### src/hw/rtl/lzss_bitstream_decompressor_macros.svh
// Assertion macros shared by the LZSS bit-stream decompressor RTL.
`ifndef LZSS_BITSTREAM_DECOMPRESSOR_MACROS_SVH
`define LZSS_BITSTREAM_DECOMPRESSOR_MACROS_SVH

// Checks that a property holds at every clock edge outside reset.
`define LBD_ASSERT(label, prop, msg) \
  label: assert property (@(posedge clk) disable iff (!rst_n) (prop)) else $error(msg);

// Checks that a condition is followed by a consequence in the next cycle.
`define LBD_ASSERT_NEXT(label, ante, cons, msg) \
  label: assert property (@(posedge clk) disable iff (!rst_n) (ante) |=> (cons)) else $error(msg);

`endif

### src/hw/rtl/lzssbd_pkg.sv
// Types and constants shared by the LZSS bit-stream decompressor modules.
package lzssbd_pkg;

  // Token format: one flag bit, then a literal or a window position and a length.
  localparam int WINDOW_BITS = 12;
  localparam int LENGTH_BITS = 4;
  localparam int WIN_SIZE    = 1 << WINDOW_BITS;
  localparam int LIT_BITS    = 8;
  localparam int TOKEN_BITS  = 1 + WINDOW_BITS + LENGTH_BITS;
  localparam int TCNT_BITS   = $clog2(TOKEN_BITS + 1);
  localparam int FILL_BITS   = WINDOW_BITS + 1;
  localparam int REM_BITS    = LENGTH_BITS + 1;
  localparam int COUNT_BITS  = 24;
  localparam int MIN_COPY    = 2;
  localparam int LEFT_BITS   = $clog2(LIT_BITS + 1);

  localparam logic [TCNT_BITS-1:0]  LIT_TOKEN_LEN  = TCNT_BITS'(1 + LIT_BITS);
  localparam logic [TCNT_BITS-1:0]  END_TOKEN_LEN  = TCNT_BITS'(1 + WINDOW_BITS);
  localparam logic [TCNT_BITS-1:0]  COPY_TOKEN_LEN = TCNT_BITS'(TOKEN_BITS);
  localparam logic [FILL_BITS-1:0]  FILL_MAX       = FILL_BITS'(WIN_SIZE);
  localparam logic [COUNT_BITS-1:0] COUNT_MAX      = '1;
  localparam logic [LEFT_BITS-1:0]  BYTE_BITS      = LEFT_BITS'(LIT_BITS);

  // Input request.
  typedef struct packed {
    logic [7:0] in_byte;
    logic       start_stream;
  } in_req_t;

  // Result request.
  typedef struct packed {
    logic [7:0]            out_byte;
    logic                  byte_valid;
    logic                  stream_end;
    logic                  run_last;
    logic [COUNT_BITS-1:0] total_out;
  } out_req_t;

  // Token completed by the bit being shifted in.
  typedef enum logic [1:0] {
    EV_NONE,
    EV_LIT,
    EV_END,
    EV_COPY
  } tok_ev_t;

  // Kind of result the datapath produces.
  typedef enum logic [1:0] {
    EK_LIT,
    EK_COPY,
    EK_END
  } emit_kind_t;

  // Commands from the controller to the datapath.
  typedef struct packed {
    logic       load;
    logic       shift;
    logic       rd;
    logic       emit;
    emit_kind_t kind;
  } dp_cmd_t;

  // Status from the datapath to the controller.
  typedef struct packed {
    tok_ev_t ev;
    logic    last_bit;
    logic    byte_empty;
    logic    ended;
    logic    out_free;
    logic    copy_last;
  } dp_stat_t;

endpackage

### src/hw/rtl/lzssbd_ctrl.sv
// Controller state machine of the LZSS bit-stream decompressor.
`include "lzss_bitstream_decompressor_macros.svh"

module lzssbd_ctrl import lzssbd_pkg::*; (
  input  logic     clk,
  input  logic     rst_n,
  input  logic     in_valid,
  output logic     in_stall,
  input  dp_stat_t st,
  output dp_cmd_t  cmd
);

  typedef enum logic [5:0] {
    S_IDLE = 6'b000001,
    S_BITS = 6'b000010,
    S_LIT  = 6'b000100,
    S_END  = 6'b001000,
    S_RD   = 6'b010000,
    S_WR   = 6'b100000
  } state_t;

  state_t state_r, state_nxt;

  // A new byte is taken only when the previous one is fully worked off.
  assign in_stall = (state_r != S_IDLE);

  // Next state and commands.
  always_comb begin
    state_nxt = state_r;
    cmd       = '0;
    cmd.kind  = EK_LIT;
    case (state_r)
      S_IDLE: begin
        if (in_valid) begin
          cmd.load  = 1'b1;
          state_nxt = S_BITS;
        end
      end
      S_BITS: begin
        if (st.ended) begin
          state_nxt = S_IDLE;
        end else begin
          cmd.shift = 1'b1;
          case (st.ev)
            EV_LIT:  state_nxt = S_LIT;
            EV_END:  state_nxt = S_END;
            EV_COPY: state_nxt = S_RD;
            default: state_nxt = st.last_bit ? S_IDLE : S_BITS;
          endcase
        end
      end
      S_LIT: begin
        if (st.out_free) begin
          cmd.emit  = 1'b1;
          cmd.kind  = EK_LIT;
          state_nxt = st.byte_empty ? S_IDLE : S_BITS;
        end
      end
      S_END: begin
        if (st.out_free) begin
          cmd.emit  = 1'b1;
          cmd.kind  = EK_END;
          state_nxt = S_IDLE;
        end
      end
      S_RD: begin
        cmd.rd    = 1'b1;
        state_nxt = S_WR;
      end
      S_WR: begin
        if (st.out_free) begin
          cmd.emit = 1'b1;
          cmd.kind = EK_COPY;
          if (st.copy_last) begin
            state_nxt = st.byte_empty ? S_IDLE : S_BITS;
          end else begin
            state_nxt = S_RD;
          end
        end
      end
      default: state_nxt = S_IDLE;
    endcase
  end

  // State register.
  always_ff @(posedge clk) begin
    if (!rst_n) begin
      state_r <= S_IDLE;
    end else begin
      state_r <= state_nxt;
    end
  end

  `LBD_ASSERT(a_no_shift_after_end, !cmd.shift || !st.ended, "bit shifted after stream end")
  `LBD_ASSERT(a_emit_in_emit_state, !cmd.emit || state_r == S_LIT || state_r == S_END || state_r == S_WR, "result issued outside an emit state")
  `LBD_ASSERT_NEXT(a_read_then_write, state_r == S_RD, state_r == S_WR, "window read not followed by copy write")

endmodule

### config.mk
export PLATFORM = sky130hd
export DESIGN_NAME = lzssbd_ctrl
export DESIGN_NICKNAME = d
export VERILOG_FILES = /design/src/hw/rtl/lzssbd_pkg.sv /design/src/hw/rtl/lzssbd_ctrl.sv
export VERILOG_INCLUDE_DIRS = /design/src /design/src/hw/rtl
export SDC_FILE = /design/constraint.sdc
export NUM_CORES = 1
export LEC_CHECK = 0
export BUFFER_PORTS_ARGS = -buffer_cell sky130_fd_sc_hd__buf_2
export CAP_MARGIN = 20
export CORE_AREA = 8 8 45 47
export CTS_BUF_LIST = sky130_fd_sc_hd__clkbuf_2
export DETAILED_ROUTE_END_ITERATION = 7
export DIE_AREA = 0 0 53 55
export PLACE_DENSITY = 0.63
export SLEW_MARGIN = 40
export SYNTH_ARGS = -nofsm -noshare
export SYNTH_HDL_FRONTEND = slang
export SYNTH_SLANG_ARGS = --single-unit
### constraint.sdc
create_clock -name clk -period 2.1 [get_ports clk]
set_clock_uncertainty 0.05 [all_clocks]
set_input_delay 0 -clock clk [delete_from_list [all_inputs] [get_ports clk]]
set_output_delay 0 -clock clk [all_outputs]
set_load 0.005 [all_outputs]
==> qor.txt <==
Initial antenna violation count: 0
Latest clock arrival within the worst-skew pair: 0.23 ns
Worst reg2reg path startpoint: state_r[5]
Crit Path Category: flip-flop to flip-flop
CTS tree: yes
Worst-path maximum fanout: 11
Crit path required time: 2.22 ns
Routability congestion estimate: 0.782
Minimum clock period after layout: 1.66 ns
Hold crit path type: input pin to flip-flop
CTS Root Cell: clkbuf_2
Placement Cell Area: 559 µm²
Remaining antenna violation count after routing: 0
CP Capture Type: flip-flop
Syn_nets: 70
Flop-to-flop setup slack: 0.44 ns
Clk pin slew, worst setup/hold paths: 0.07 ns
Power Density: 625 nW/µm²
Die height: 55 µm
Wirelength, routed: 1320 µm
Die Footprint: 2920 µm²
Die X: 53 µm
Post-synthesis sequential area ratio: 25.6%
H-tree depth: 1
Core ar.: 1380 µm²
Final worst slack: 0.440 ns
Pre-CTS setup slack: 0.439 ns
Relative slew slack: 74.3%
R2r endpoint: state_r[1]
Fin Hold WS: 0.0123 ns
HPWL Detailed: 1040 µm
Diode count: 0
Clock sinks: 6
Final Cell Area: 594 µm²
DRC Markers: 0
CTS Hold Bufs: 2
Cts repair resizes: 0
Max Clk Rate: 0.603 GHz
Largest regs: state_r: 6 flops
Cts bufs inserted: 3
Area of the mapped netlist: 469 µm²
Port Buffers: 16
HP Start: st[6]
Largest net degree at the start of global routing: 12
Peak supply drop: 333 µV
Max_cap viols: 0
Drt pass-1 iters: 4
Post-CTS setup buffers: 0
First-pass GRT wire length: 2160 µm
Actual slew at the worst max-slew pin: 0.382 ns
Post-synth cell types: 27
Startpoint Class: flip-flop
Gr ovfl total: 0
Critical Path AT: 1.78 ns
RSZ-0062 raised after global routing: false
Num ports: 17
Initial drt markers: 25
Leak pwr: 0.000254 µW
Worst reg2reg path depth: 5
Area delta synth->final: 26.7%
Clock Tree Buf Depth: 2
Synth Register Bits: 6
Synth warn: 0
Part of the cycle the worst path needs: 79.0%
Share of cells above drive strength 1: 35.4%
Worst Hold Path EP: state_r[4]
Number of flip-flops under the largest register name: 6
Gr usage total: 10.1%
Setup_tns: 0 ns
Synthesized netlist cell count: 60
Vias in the first global route: 506
Syn_area_per_cell: 7.82 µm²
Biggest register: state_r
Std-Cell Rows: 14
Hold Crit Depth: 3
Status: completed
Final Hold Viols: 0
Slew Limit Fails: 0
Via density: 5.49
Routed len/inst: 13.9 µm
Initial core utilization: 33.9%
Nets: 91
Via count: 522
Final setup fails: 0
==> Yosys cell counts, drive strengths merged <==
cell,count,area [µm²]
or3b,1,11.3
dfxtp,6,120
nor3,3,15.0
o221ai,1,8.76
o221a,1,11.3
mux2i,1,10.0
nand2,2,7.51
nand4b,3,26.3
o22ai,1,12.5
nor2,13,58.8
nand3,4,20.0
a21oi,4,23.8
nand3b,4,30.0
o211ai,1,12.5
buf,2,10.0
nor4,1,6.26
xor2,2,17.5
a31oi,1,6.26
o21ai,1,5.00
o21a,1,7.51
and4b,2,25.0
o22a,1,8.76
inv,4,15.0
==> worst max-delay path, cell delays in order (launching register included) <==
cell and delay, ns:
dfxtp_1 0.55, xor2_1 0.13, o211ai_2 0.25, o22ai_2 0.13, or3b_4 0.40, a21oi_2 0.10
==> cell families (layout without fill, tap and decap cells) <==
kind of cell	count (synthesis)	count (layout)	synth area share, %
mux	1	1	2.13
compound gates	12	12	20.5
buf+inv	6	25	5.33
xor+xnor	2	2	3.73
simple gates	33	33	42.7
flops	6	6	25.6
==> placed cells by master (no fill, tap or decap), drive strengths merged <==
master	count
buf	16
nor2	13
dfxtp	6
inv	4
nand3b	4
nand3	4
a21oi	4
nor3	3
nand4b	3
clkbuf	3
xor2	2
nand2	2
dlygate4sd3	2
and4b	2
nor4	1
o21ai	1
o211ai	1
mux2i	1
o21a	1
o22ai	1
or3b	1
o221a	1
o221ai	1
a31oi	1
o22a	1
==> power breakdown <==
part	leakage [µW]	internal, µW	switching [µW]
clock	0.0000125	38.8	46.0
combinational	0.000192	72.1	73.4
sequential	0.0000488	124	16.8
total	0.000254	235	136
==> worst max path at each step <==
stage,slack (ns),to,cells past startpoint,startpoint
final,0.44,state_r[1],5,state_r[5]
after global routing,0.34,state_r[4],5,state_r[5]
after CTS,0.44,state_r[1],5,state_r[5]
after detailed placement,0.44,state_r[1],5,state_r[5]
after global placement,0.44,state_r[1],5,state_r[5]
after floorplan,0.61,state_r[1],6,state_r[5]
==> cell type report <==
cell class | instances | area [µm²]
Fill cell | 154 | 790
Tap cell | 16 | 20.0
Inverter | 4 | 15.0
Clock buffer | 3 | 15.0
Multi-Input combinational cell | 48 | 324
Sequential cell | 6 | 120
Timing Repair Buffer | 18 | 100
==> metal layers <==
metal  track usage (%)  share of wire, %  vias to the layer above
li1                  -                 -                      262
met1              10.5                43                      239
met2              17.8                50                       19
met3              1.60               5.5                        2
met4              7.76               1.9                        0
met5                 0                 0                        -
==> metrics by stage <==
| stage | util (%) | std cells | total power (µW) |
|---|---|---|---|
| 2_1_floorplan | - | 60 | 241 |
| 3_3_place_gp | 40.4 | 90 | 284 |
| 3_5_place_dp | 40.4 | 90 | 284 |
| 4_1_cts | 42.9 | 95 | 372 |
| 5_1_grt | 42.9 | 95 | 396 |
| 6_report | 42.9 | 95 | 371 |
Note: power is estimated with default switching activity, not from simulation.
